--- config.mk ---
export PLATFORM = sky130hd
export DESIGN_NAME = multichannel_moving_median_unit_flat
export DESIGN_NICKNAME = d
export VERILOG_FILES = /design/src/rtl/core/mmmu_pkg.sv /design/src/rtl/core/mmmu_req_if.sv /design/src/rtl/core/mmmu_rsp_if.sv /design/src/rtl/core/multichannel_moving_median_unit.sv /design/src/flat_wrapper.sv
export SDC_FILE = /design/constraint.sdc
export NUM_CORES = 1
export LEC_CHECK = 0
export BUFFER_PORTS_ARGS = -buffer_cell sky130_fd_sc_hd__buf_2
export CORE_MARGIN = 1.5
export CORE_UTILIZATION = 46
export DETAILED_ROUTE_END_ITERATION = 10
export PLACE_DENSITY = 0.6
export SYNTH_ARGS = -nofsm -noshare
export SYNTH_HDL_FRONTEND = slang
export SYNTH_SLANG_ARGS = --single-unit
--- constraint.sdc ---
create_clock -name clk_i -period 33.4 [get_ports clk_i]
set_input_delay 3.34 -clock clk_i [delete_from_list [all_inputs] [get_ports clk_i]]
set_output_delay 3.34 -clock clk_i [all_outputs]
set_load 0.02 [all_outputs]
--- src/rtl/core/mmmu_pkg.sv ---
package mmmu_pkg;

  // Window geometry
  localparam int CHANNELS = 5;
  localparam int WINDOW   = 5;

  localparam int SAMPLE_W = 32;
  localparam int CHAN_W   = 3;
  localparam int IDX_W    = (CHANNELS > 1) ? $clog2(CHANNELS) : 1;
  localparam int RANK_W   = $clog2(WINDOW) + 1;

  // Middle rank of a sorted window
  localparam logic [RANK_W-1:0] MID_RANK = RANK_W'(WINDOW / 2);

  // Channel limit, one bit wider than the channel field
  localparam logic [CHAN_W:0] CHAN_LIMIT = (CHAN_W + 1)'(CHANNELS);

  // Operation codes
  localparam logic OP_PUSH = 1'b0;
  localparam logic OP_FILL = 1'b1;

  typedef logic signed [SAMPLE_W-1:0]        sample_t;
  typedef logic [WINDOW-1:0][SAMPLE_W-1:0]   win_t;
  typedef logic [IDX_W-1:0]                  idx_t;

endpackage

--- src/rtl/core/mmmu_req_if.sv ---
interface mmmu_req_if;
  logic                             valid;
  logic                             ready;
  logic                             opcode;
  logic [mmmu_pkg::CHAN_W-1:0]      channel;
  logic signed [mmmu_pkg::SAMPLE_W-1:0] sample_value;

  modport source (output valid, output opcode, output channel, output sample_value,
                  input ready);
  modport sink   (input valid, input opcode, input channel, input sample_value,
                  output ready);
endinterface

--- src/rtl/core/mmmu_rsp_if.sv ---
interface mmmu_rsp_if;
  logic                                 valid;
  logic                                 ready;
  logic signed [mmmu_pkg::SAMPLE_W-1:0] median_value;

  modport source (output valid, output median_value, input ready);
  modport sink   (input valid, input median_value, output ready);
endinterface

--- src/rtl/core/multichannel_moving_median_unit.sv ---
// Channel  Dir  Width  Fields
// req_i    in   36     opcode(1), channel(3), sample_value(32, signed)
// rsp_o    out  32     median_value(32, signed)
//
// One request per cycle while rsp_o is not held; a push has its median on rsp_o
// via s1, s2 and output regs (window row read, shift and write-back, rank select).
// Window rows live in a one-row-per-channel RAM with registered read; a write-back
// to the same channel as the following request is forwarded.
// Reset clears the per-row valid bits at once; an unwritten row reads as zero.
// A held response stalls the stages behind it only as far as needed; fills and
// out-of-range channels produce no response.
module multichannel_moving_median_unit (
  input  logic        clk_i,
  input  logic        rst_ni,
  mmmu_req_if.sink    req_i,
  mmmu_rsp_if.source  rsp_o
);

  // Window RAM and row valid bits
  mmmu_pkg::win_t                   mem_q [mmmu_pkg::CHANNELS];
  logic [mmmu_pkg::CHANNELS-1:0]    row_vld_q;

  // Read stage (s1)
  logic                 s1_valid_q;
  logic                 s1_op_q;
  mmmu_pkg::idx_t       s1_idx_q;
  mmmu_pkg::sample_t    s1_sample_q;
  mmmu_pkg::win_t       rd_row_q;
  logic                 rd_vld_q;
  logic                 fwd_q;

  // Last written row, for forwarding
  mmmu_pkg::win_t       wr_row_q;

  // Median stage (s2)
  logic                 s2_valid_q;
  mmmu_pkg::win_t       s2_win_q;

  // Output register
  logic                 rsp_valid_q;
  mmmu_pkg::sample_t    median_q;

  logic                 req_acc;
  logic                 in_range;
  mmmu_pkg::idx_t       req_idx;
  logic                 out_free;
  logic                 s2_free;
  logic                 s1_adv;
  mmmu_pkg::win_t       old_row;
  mmmu_pkg::win_t       new_row;
  mmmu_pkg::sample_t    median_d;

  // Handshake and stage advance
  assign out_free  = !rsp_valid_q || rsp_o.ready;
  assign s2_free   = !s2_valid_q || out_free;
  assign s1_adv    = s1_valid_q && ((s1_op_q == mmmu_pkg::OP_FILL) || s2_free);
  assign req_i.ready = !s1_valid_q || s1_adv;
  assign req_acc   = req_i.valid && req_i.ready;
  assign in_range  = ({1'b0, req_i.channel} < mmmu_pkg::CHAN_LIMIT);
  assign req_idx   = req_i.channel[mmmu_pkg::IDX_W-1:0];

  // RAM read, registered
  always_ff @(posedge clk_i) begin
    if (req_acc && in_range) begin
      rd_row_q <= mem_q[req_idx];
    end
  end

  // RAM write-back
  always_ff @(posedge clk_i) begin
    if (s1_adv) begin
      mem_q[s1_idx_q] <= new_row;
    end
  end

  always_ff @(posedge clk_i or negedge rst_ni) begin
    if (!rst_ni) begin
      row_vld_q <= '0;
    end else if (s1_adv) begin
      row_vld_q[s1_idx_q] <= 1'b1;
    end
  end

  // Read stage control; forward when the row is written at the read edge
  always_ff @(posedge clk_i or negedge rst_ni) begin
    if (!rst_ni) begin
      s1_valid_q <= 1'b0;
      fwd_q      <= 1'b0;
      rd_vld_q   <= 1'b0;
    end else if (req_i.ready) begin
      s1_valid_q <= req_acc && in_range;
      if (req_acc && in_range) begin
        fwd_q    <= s1_adv && (s1_idx_q == req_idx);
        rd_vld_q <= row_vld_q[req_idx];
      end
    end
  end

  always_ff @(posedge clk_i) begin
    if (req_acc && in_range) begin
      s1_op_q     <= req_i.opcode;
      s1_idx_q    <= req_idx;
      s1_sample_q <= req_i.sample_value;
    end
    if (s1_adv) begin
      wr_row_q <= new_row;
    end
  end

  // Shift or fill the window row
  always_comb begin
    if (fwd_q) begin
      old_row = wr_row_q;
    end else if (rd_vld_q) begin
      old_row = rd_row_q;
    end else begin
      old_row = '0;
    end
    if (s1_op_q == mmmu_pkg::OP_FILL) begin
      new_row = {mmmu_pkg::WINDOW{s1_sample_q}};
    end else begin
      new_row = {s1_sample_q, old_row[mmmu_pkg::WINDOW-1:1]};
    end
  end

  // Median stage register
  always_ff @(posedge clk_i or negedge rst_ni) begin
    if (!rst_ni) begin
      s2_valid_q <= 1'b0;
    end else if (s2_free) begin
      s2_valid_q <= s1_adv && (s1_op_q == mmmu_pkg::OP_PUSH);
    end
  end

  always_ff @(posedge clk_i) begin
    if (s2_free && s1_adv) begin
      s2_win_q <= new_row;
    end
  end

  // Rank each entry (ties broken by slot) and pick the middle one
  always_comb begin
    logic [mmmu_pkg::RANK_W-1:0] rank;
    median_d = '0;
    for (int i = 0; i < mmmu_pkg::WINDOW; i++) begin
      rank = '0;
      for (int j = 0; j < mmmu_pkg::WINDOW; j++) begin
        if (j != i) begin
          if (($signed(s2_win_q[j]) < $signed(s2_win_q[i])) ||
              ((s2_win_q[j] == s2_win_q[i]) && (j < i))) begin
            rank = rank + 1'b1;
          end
        end
      end
      if (rank == mmmu_pkg::MID_RANK) begin
        median_d = s2_win_q[i];
      end
    end
  end

  // Output register
  always_ff @(posedge clk_i or negedge rst_ni) begin
    if (!rst_ni) begin
      rsp_valid_q <= 1'b0;
    end else if (out_free) begin
      rsp_valid_q <= s2_valid_q;
    end
  end

  always_ff @(posedge clk_i) begin
    if (out_free && s2_valid_q) begin
      median_q <= median_d;
    end
  end

  assign rsp_o.valid        = rsp_valid_q;
  assign rsp_o.median_value = median_q;

endmodule
--- src/flat_wrapper.sv ---
// flat-port wrapper written by rule: the top's interface ports become plain ports
module multichannel_moving_median_unit_flat 
  (clk_i, rst_ni, req_i_valid, req_i_opcode, req_i_channel, req_i_sample_value, req_i_ready, rsp_o_valid, rsp_o_median_value, rsp_o_ready);
  mmmu_req_if req_i_i ();
  mmmu_rsp_if rsp_o_i ();
  input  logic clk_i;
  input  logic rst_ni;
  input wire logic [$bits(req_i_i.valid)-1:0] req_i_valid;
  input wire logic [$bits(req_i_i.opcode)-1:0] req_i_opcode;
  input wire logic [$bits(req_i_i.channel)-1:0] req_i_channel;
  input wire logic [$bits(req_i_i.sample_value)-1:0] req_i_sample_value;
  output wire logic [$bits(req_i_i.ready)-1:0] req_i_ready;
  output wire logic [$bits(rsp_o_i.valid)-1:0] rsp_o_valid;
  output wire logic [$bits(rsp_o_i.median_value)-1:0] rsp_o_median_value;
  input wire logic [$bits(rsp_o_i.ready)-1:0] rsp_o_ready;
  assign req_i_i.valid = req_i_valid;
  assign req_i_i.opcode = req_i_opcode;
  assign req_i_i.channel = req_i_channel;
  assign req_i_i.sample_value = req_i_sample_value;
  assign req_i_ready = req_i_i.ready;
  assign rsp_o_valid = rsp_o_i.valid;
  assign rsp_o_median_value = rsp_o_i.median_value;
  assign rsp_o_i.ready = rsp_o_ready;
  multichannel_moving_median_unit u_core (.clk_i(clk_i), .rst_ni(rst_ni), .req_i(req_i_i), .rsp_o(rsp_o_i));
endmodule
* Word-level counts from Yosys, hierarchy flattened
Memories as Yosys holds them, arrays and structs flattened. A register that Yosys moved wholly into a read port is not among the register bits.
Index checks and enable logic that the tools add are counted.
** Storage, ports and cells
- Input bits :: 40
- Memory bits (writable) :: 800
- Output and inout bits :: 34
- Memories kept :: 1
- Register bits after elaboration :: 398
** Operators by class
- Add/subtract/negate cells :: 15
- Eq/ne operators :: 16
- Bitwise logic cells :: 2
- Magnitude comparators :: 24
- Multiplexer cells :: 34
- Reductions and logical operators :: 26
** Memory list
- u_core.mem_q :: depth 5, width 160, read ports 1, clocked after memory_dff 1, write ports 1, RTL line multichannel_moving_median_unit.sv:20 : mmmu_pkg::win_t mem_q [mmmu_pkg::CHANNELS];
** Operators with widths (count)
- 32-bit less-than comparator :: 20
- 32-bit equality test :: 10
- 160-bit 2-to-1 mux :: 2
- 32-bit 2-to-1 mux :: 5
- 128-bit 2-to-1 mux :: 1
- 4-bit 2-to-1 mux :: 15
- 4-bit by 1-bit adder with 4-bit output, second input constant :: 10
- 4-bit by 2-bit equality test with 1-bit output, second input constant :: 5
- 1-bit logical OR :: 14
- 1-bit by 1-bit adder with 2-bit output, second input constant :: 5
- 1-bit 2-to-1 mux :: 9
- 1-bit logical AND :: 8
- 3-bit by 4-bit less-than comparator with 1-bit output, second input constant :: 2
- 5-bit bitwise OR :: 1
- 1-bit binary-select mux with 3-bit select :: 1
- 1-bit demux with 3-bit select :: 1
- 3-bit equality test :: 1
- 3-bit by 1-bit >= comparator with 1-bit output, second input constant :: 1
- 1-bit zero test :: 3
- 3-bit less-than comparator, second input constant :: 1
- 2-bit AND reduction :: 1
- 1-bit NOT :: 1

* Depth between registers and ports, before layout
Gate-level depths: netlist (run 1).
- Depth after elaboration :: 14
- Gate-level depth with buffers :: 24

* Worst setup path before layout (run 1)
No wires, ideal clock.
- Path type :: input -> register
- From :: input rsp_o_ready
- To :: register u_core.row_vld_q[2] in the netlist's numbering
- Cell stages on the path :: 4
- Setup slack :: 15.341 ns
- Arrival time :: 17.910 ns
- Setup time :: 0.148 ns
- Path buffers :: 0
- Path through :: nand3b_1 -> o21ai_0 -> nor4b_1 -> or2_2
** Between the ends
- Cells in the longest elaborated chain, start to end :: 4
** RTL lines
- from (decl) :: RTL line flat_wrapper.sv:15 : input wire logic [$bits(rsp_o_i.ready)-1:0] rsp_o_ready;
- 1-bit logical OR :: RTL line multichannel_moving_median_unit.sv:54 : assign out_free = !rsp_valid_q || rsp_o.ready;
- 1-bit logical OR :: RTL line multichannel_moving_median_unit.sv:55 : assign s2_free = !s2_valid_q || out_free;
- 1-bit logical OR :: RTL line multichannel_moving_median_unit.sv:56 : assign s1_adv = s1_valid_q && ((s1_op_q == mmmu_pkg::OP_FILL) || s2_free);
- 1-bit logical AND :: RTL line multichannel_moving_median_unit.sv:56
- to (signal assigned) :: RTL line multichannel_moving_median_unit.sv:78 : row_vld_q <= '0;
- to (signal, indexed assignment) :: RTL line multichannel_moving_median_unit.sv:80 : row_vld_q[s1_idx_q] <= 1'b1;
- to (decl) :: RTL line multichannel_moving_median_unit.sv:21 : logic [mmmu_pkg::CHANNELS-1:0] row_vld_q;
Every way passes these cells.
A chain may end at the register's enable or synchronous reset.

* Worst setup path in the final report (run 1)
- From :: input rsp_o_ready
- To :: output req_i_ready
** Between the ends
- Cells in the longest elaborated chain, start to end :: 5
** RTL lines
- 1-bit logical OR :: RTL line multichannel_moving_median_unit.sv:54
- 1-bit logical OR :: RTL line multichannel_moving_median_unit.sv:55
- 1-bit logical OR :: RTL line multichannel_moving_median_unit.sv:56
- 1-bit logical AND :: RTL line multichannel_moving_median_unit.sv:56
- 1-bit logical OR :: RTL line multichannel_moving_median_unit.sv:57 : assign req_i.ready = !s1_valid_q || s1_adv;
- to (decl) :: RTL line flat_wrapper.sv:12 : output wire logic [$bits(req_i_i.ready)-1:0] req_i_ready;
Every way passes these cells.

==> out/qor.csv, run 1 <==
stage;metric;value;unit
run_status;status;finished clean;
timing;RSZ-0062 raised after global routing;no;
floorplan;Die ar.;113000;µm²
timing;Setup WS post-layout;25840;ps
route;drt first-iter violations;2824;
route;drt wl/cell;29.1;µm
timing;Final Hold Viols;0;
route;Remaining DRCs;0;
placed_design;IO Port Bufs;73;
logic_synthesis;Cells after Synth;3098;
placed_design;Post-Place Cells;4566;
hold_path;Hold/Removal Path Class;reg -> reg;
cts;hold bufs inserted after CTS;0;
placed_design;dpl hpwl;87800;µm
logic_synthesis;Post-synth EDFFs;1124;
timing;Rel. slew slack;0.215;
global_route;vias in the first global route;29589;
route;vias per inst;6.14;
logic_synthesis;Ys Warns;0;
cts;total CTS buffers;115;
critical_path;most used cell, CP;buf_2;
logic_synthesis;unique cell type count in the Yosys netlist;73;
logic_synthesis;Avg Cell Area, Syn;16.4;µm²
power;Lkg Pwr;19.9;nW
floorplan;I/O Pins;74;
timing;final setup vio count;0;
route;DR vias;29304;
timing;Worst Max-Slew Pin Slew;1170;ps
power;Max VDD drop;0.0384;mV
critical_path;WS Path Type;in -> out;
cts;post_cts resized;0;
power;pwr dens;63.5;nW/µm²
final_layout;Util after Layout;0.517;
logic_synthesis;register area share after synthesis;0.668;
logic_synthesis;Synth Register Bits;1134;
final_layout;nets@finish;3582;
job;max cap viols;0;
floorplan;Die Y;336;µm
final_layout;highest-count cells in the layout ignoring fill and taps;edfxtp_1, ha_1, nor2_1;
final_layout;commonest non-fill, non-tap cell in the layout;edfxtp_1;
cts;clk_lat worst skew;710;ps
critical_path;CP required;30060;ps
cts;post-CTS setup repair buffer count;0;
critical_path;CP Max Fanout;4;
hold_path;Hold Path Stages;1;
critical_path;slowest cell on the critical path;or3_1;
logic_synthesis;Mapped Area;50900;µm²
critical_path;crit path cell chain;buf_2 -> nand3b_1 -> or3_1 -> buf_2;
final_layout;fin area;56600;µm²
timing;Final Max Slew Viols;0;
final_layout;layout cell share with drive strength beyond 1;0.192;
timing;Final period util;0.226;
final_layout;# fillers;8887;
route;drt total wl;139000;µm
floorplan;die width;336;µm
global_route;initial antenna violation count;7;
route;Post-DRT Antenna Nets;0;
placed_design;gpl congestion;0.928;
critical_path;reg2reg path depth;23;
timing;Final TNS setup;0;ps
cts;clock-pin slew on the worst setup and hold paths;60;ps
timing;Clock Skew;25.2;ps
cts;CTS H-tree depth;3;
placed_design;placed instance area;53100;µm²
critical_path;slowest stage delay, CP;380;ps
route;first drt pass iteration count;5;
floorplan;Initial Util;0.465;
global_route;GRT overflow;0;
floorplan;Core Rows;121;
cts;Root Buffer;clkbuf_16;
logic_synthesis;async set-reset flop share out of synthesis;0.00882;
floorplan;core area;109000;µm²
global_route;first-pass GRT wire length;201000;µm
cts;clk sinks;1134;
final_layout;P&R area growth vs syn;11.2;%
critical_path;CP Launch Type;input port;
logic_synthesis;most common flop cell mapped by yosys;edfxtp_1;
cts;CTS tree;built;
timing;Peak Freq;132;MHz
critical_path;crit path DAT;4220;ps
placed_design;DP Worst Slack;25840;ps
critical_path;crit end category;output port;
global_route;largest net degree at the start of global routing;130;
timing;Period minus WS final;7560;ps
final_layout;Finished Layout Cells;4773;
global_route;GRT Total Usage;0.246;
cts;maximum clock insertion buffer count;3;
logic_synthesis;syn nets;3473;
## layout make-up
type	instances	area [µm²]	share of cell area
antenna	1	2.50	0.0000442
clock buffer	144	2990	0.0528
clock inverter	62	493	0.00872
timing repair buffer	127	831	0.0147
sequential	1134	34000	0.601
multi-input combinational	1675	15800	0.279
inverter	154	591	0.0104
tap	1476	1850	0.0327
## synthesized netlist by cell type (9+ instances only)
| cell | number | area (µm²) |
|---|---|---|
| nor2_1 | 162 | 608 |
| o221ai_1 | 33 | 289 |
| buf_1 | 22 | 82.6 |
| nor3_1 | 38 | 190 |
| inv_1 | 154 | 578 |
| o21a_1 | 17 | 128 |
| mux4_2 | 131 | 2950 |
| a221oi_1 | 131 | 1150 |
| o21ai_0 | 44 | 220 |
| a21oi_1 | 92 | 460 |
| edfxtp_1 | 1124 | 33800 |
| a21o_1 | 65 | 488 |
| ha_1 | 335 | 4190 |
| buf_2 | 13 | 65.1 |
| o211ai_2 | 30 | 375 |
| nand3_1 | 15 | 75.1 |
| clkbuf_1 | 96 | 360 |
| dfrtp_1 | 10 | 250 |
| nand2b_1 | 19 | 119 |
| nand4_1 | 98 | 613 |
| nand2_1 | 90 | 338 |
| or2_2 | 9 | 56.3 |
| and3_1 | 13 | 81.3 |
| nor4_1 | 13 | 81.3 |
| mux2_2 | 132 | 1490 |
| a311oi_2 | 31 | 465 |
| o211ai_1 | 17 | 128 |
| nor2b_1 | 56 | 350 |
## layer usage
| metal | wire, µm | vias to the layer above | track usage |
|---|---|---|---|
| met5 | 0 | - | 0 |
| met4 | 3150 | 0 | 0.0694 |
| met3 | 10400 | 174 | 0.0357 |
| met2 | 61700 | 1130 | 0.366 |
| met1 | 63700 | 15239 | 0.377 |
| li1 | - | 12761 | - |
## report_power, final
| group | leakage (nW) | internal (mW) | switching (mW) |
|---|---|---|---|
| Clock | 1.69 | 0.657 | 0.536 |
| Sequential | 10.5 | 1.67 | 0.0532 |
| Combinational | 7.72 | 0.227 | 0.447 |
| Total | 19.9 | 2.55 | 1.04 |
## state kept, by name, indices dropped and copies added, names as in the netlist
| signal | cells |
|---|---|
| u_core.s1_valid_q | 1 |
| u_core.s2_valid_q | 1 |
| u_core.s1_idx_q | 3 |
| u_core.mem_q | 640 |
| u_core.row_vld_q | 5 |
| u_core.s1_sample_q | 32 |
| u_core.rsp_o.valid | 1 |
| u_core.rd_vld_q | 1 |
| u_core.wr_row_q | 128 |
| u_core.rsp_o.median_value | 32 |
| u_core.fwd_q | 1 |
| u_core.s2_win_q | 160 |
| u_core.s1_op_q | 1 |
| u_core.rd_row_q | 128 |
## final timing paths
kind                                      from                       endpoint  slack [ps]
hold reg to reg            u_core.row_vld_q[4]            u_core.row_vld_q[4]         470
setup reg to reg           u_core.s2_win_q[17]  u_core.rsp_o.median_value[11]       27330
setup / recovery                   rsp_o_ready                    req_i_ready       25840
hold / removal             u_core.row_vld_q[4]            u_core.row_vld_q[4]         470
max in group asynchronous               rst_ni                   u_core.fwd_q       30690
min in group asynchronous               rst_ni              u_core.s2_valid_q        2490
## worst max-delay path, delay by kind of cell
kind,cells,cell delay [ps]
buffers and inverters,2,290
AND/OR/NAND/NOR,2,590
## kinds of logic (layout without fill, tap and decap cells)
group	after synthesis	after routing	share of synthesized area
XOR/XNOR	8	8	0.00138
AO/OA/AOI/OAI	517	517	0.0824
other	0	1	0
adder cells (fa/ha/maj)	335	335	0.0824
AND/OR/NAND/NOR	544	544	0.0541
buffers and inverters	289	487	0.0227
flip-flops	1134	1134	0.668
multiplexers	271	271	0.0888
## metrics by stage
step / power [mW] / hold WS [ps]
6_report: 3.59 / 471
5_1_grt: 3.72 / 498
4_1_cts: 3.61 / 472
3_5_place_dp: 2.42 / 457
3_3_place_gp: 2.39 / 446
2_1_floorplan: 2.19 / 434
(Power assumes the default switching activity.)
==> run 2, diff against run 1 <==
PLACE_DENSITY = 0.63   (was 0.6)
clock period = 6.79 ns   (was 33.4 ns; I/O delays follow)
==> run 2 against run 1 <==
  * Worst setup slack lost 25000 ps
  * Combinational power rose to 5.0 times the previous value
  * Critical path depth grew 12
  * Count of clock-buffer cells in the layout fell by 11
  * Critical path type is now reg -> reg
==> out/qor.csv, run 2 (synthesized netlist as in run 1, its figures left out) <==
stage;metric;value;unit
timing;final setup vio count;0;
placed_design;gpl congestion;0.970;
route;drt first-iter violations;3069;
timing;Final period util;0.901;
placed_design;placed instance area;53200;µm²
global_route;initial antenna violation count;6;
timing;Final Max Slew Viols;0;
timing;worst hold margin;154;ps
timing;Rel. slew slack;0.207;
cts;CTS H-tree depth;3;
global_route;GRT Total Usage;0.253;
placed_design;IO Port Bufs;73;
timing;Period minus WS final;6120;ps
final_layout;fin area;57100;µm²
power;switch share;0.281;
critical_path;WS Path Type;reg -> reg;
hold_path;Hold/Removal Path Class;in -> reg;
cts;Root Buffer;clkbuf_16;
route;first drt pass iteration count;7;
timing;RSZ-0062 raised after global routing;no;
power;clock power share;0.359;
cts;maximum clock insertion buffer count;3;
route;vias per inst;6.19;
power;Lkg Pwr;20.2;nW
route;drt wl/cell;29.7;µm
power;Internal;13.2;mW
final_layout;max FFs per register;640;
global_route;first-pass GRT wire length;207000;µm
critical_path;crit end category;flip-flop;
cts;CTS tree;built;
power;NetSw;5.19;mW
final_layout;Biggest register;u_core.mem_q;
power;combinational group share of total power;0.182;
floorplan;Die ar.;113000;µm²
global_route;GRT overflow;0;
final_layout;largest registers;u_core.mem_q x640, u_core.s2_win_q x160;
cts;post-CTS setup repair buffer count;0;
floorplan;core area;109000;µm²
route;Post-DRT Antenna Nets;0;
floorplan;I/O Pins;74;
final_layout;commonest non-fill, non-tap cell in the layout;edfxtp_1;
route;Remaining DRCs;0;
cts;clock-pin slew on the worst setup and hold paths;60;ps
timing;Final Hold Viols;0;
timing;Clock Skew;37.2;ps
timing;Worst Max-Slew Pin Slew;1190;ps
cts;post_cts resized;0;
final_layout;P&R area growth vs syn;12.3;%
cts;clk_lat worst skew;720;ps
final_layout;multi-input logic area;15800;µm²
job;max cap viols;0;
critical_path;crit path DAT;6550;ps
route;DR vias;29608;
run_status;status;finished clean;
critical_path;CP Launch Type;flip-flop;
floorplan;Core Rows;121;
power;Max VDD drop;0.214;mV
final_layout;register area;34000;µm²
power;Flop pwr share;0.460;
critical_path;CP Max Fanout;36;
final_layout;# fillers;8851;
critical_path;CP required;7220;ps
global_route;largest net degree at the start of global routing;128;
cts;total CTS buffers;114;
timing;Peak Freq;163;MHz
floorplan;Initial Util;0.465;
final_layout;layout cell share with drive strength beyond 1;0.202;
floorplan;die width;336;µm
global_route;vias in the first global route;29566;
route;drt total wl;142000;µm
placed_design;dpl hpwl;91300;µm
floorplan;Die Y;336;µm
final_layout;highest-count cells in the layout ignoring fill and taps;edfxtp_1, ha_1, nor2_1;
power;pwr dens;323;nW/µm²
final_layout;nets@finish;3590;
cts;clk sinks;1134;
==> run 2: changes by cell type in the layout (fill, tap and decap cells not counted), moves of 3 or more <==
cell,before,now
clkinvlp_4,1,9
clkinv_8,3,0
bufinv_16,3,20
clkinv_1,30,20
clkbuf_1,29,17
buf_4,51,57
clkinv_4,1,4
==> run 2: layout make-up <==
type	instances	share of cell area
Inverter	154	0.0103
Sequential cell	1134	0.595
Clock inverter	77	0.0169
Tap cell	1476	0.0323
Antenna cell	1	0.0000438
Clock buffer	133	0.0519
Multi-Input combinational cell	1675	0.277
Timing Repair Buffer	136	0.0162
==> run 2: metrics by stage <==
step | std cells | TNS [ps] | utilization | setup WS, ps | total power [mW]
2_1_floorplan | 3098 | -490950 | - | -2010 | 10.8
3_3_place_gp | 4574 | 0 | 0.487 | 867 | 11.8
3_5_place_dp | 4574 | 0 | 0.487 | 828 | 11.9
4_1_cts | 4785 | 0 | 0.523 | 800 | 18.5
5_1_grt | 4785 | 0 | 0.523 | 443 | 19.1
6_report | 4786 | 0 | 0.523 | 672 | 18.4
==> run 2: power by group through the flow <==
stage	Clock (mW)	Combinational, mW	Sequential, mW
final	6.61	3.35	8.47
after global routing	6.99	3.61	8.49
after CTS	6.71	3.32	8.47
after detailed placement	0	3.31	8.61
after global placement	0	3.23	8.61
after floorplan	0	2.24	8.54
==> run 2: final timing paths <==
| kind | startpoint | end | slack [ps] | cells past startpoint |
|---|---|---|---|---|
| max in group asynchronous | rst_ni | u_core.fwd_q | 6210 | 2 |
| min in group asynchronous | rst_ni | u_core.row_vld_q[4] | 370 | 2 |
| setup reg to reg | u_core.s2_win_q[158] | u_core.rsp_o.median_value[10] | 670 | 16 |
| hold reg to reg | u_core.row_vld_q[2] | u_core.row_vld_q[2] | 460 | 1 |
| hold / removal | req_i_sample_value[31] | u_core.s1_sample_q[31] | 150 | 1 |
| setup / recovery | u_core.s2_win_q[158] | u_core.rsp_o.median_value[10] | 670 | 16 |
==> run 2: timing repair <==
action                     in CTS  in global routing
setup endpoints to repair       0                  0
hold buffers                    1                  0
hold endpoints to repair       10                  0
==> run 2: critical path, cell delays in order, from the launching register on <==
cell and delay (ps):
edfxtp_1 630, ha_1 420, nand4_1 120, nor4_1 680
a41oi_1 320, a41oi_2 330, mux2i_1 450, o31ai_1 220
ha_1 400, xor2_1 190, ha_1 290, nand2b_1 100
or2_1 220, mux4_2 850, buf_4 350, o221ai_1 120
o211ai_2 110
==> run 2: per-layer routing <==
layer / routed length (µm) / vias to the layer above / track usage
li1: - / 12816 / -
met2: 63300 / 1105 / 0.377
met3: 9440 / 169 / 0.0354
met4: 2410 / 0 / 0.0559
met1: 66800 / 15518 / 0.394
met5: 0 / - / 0
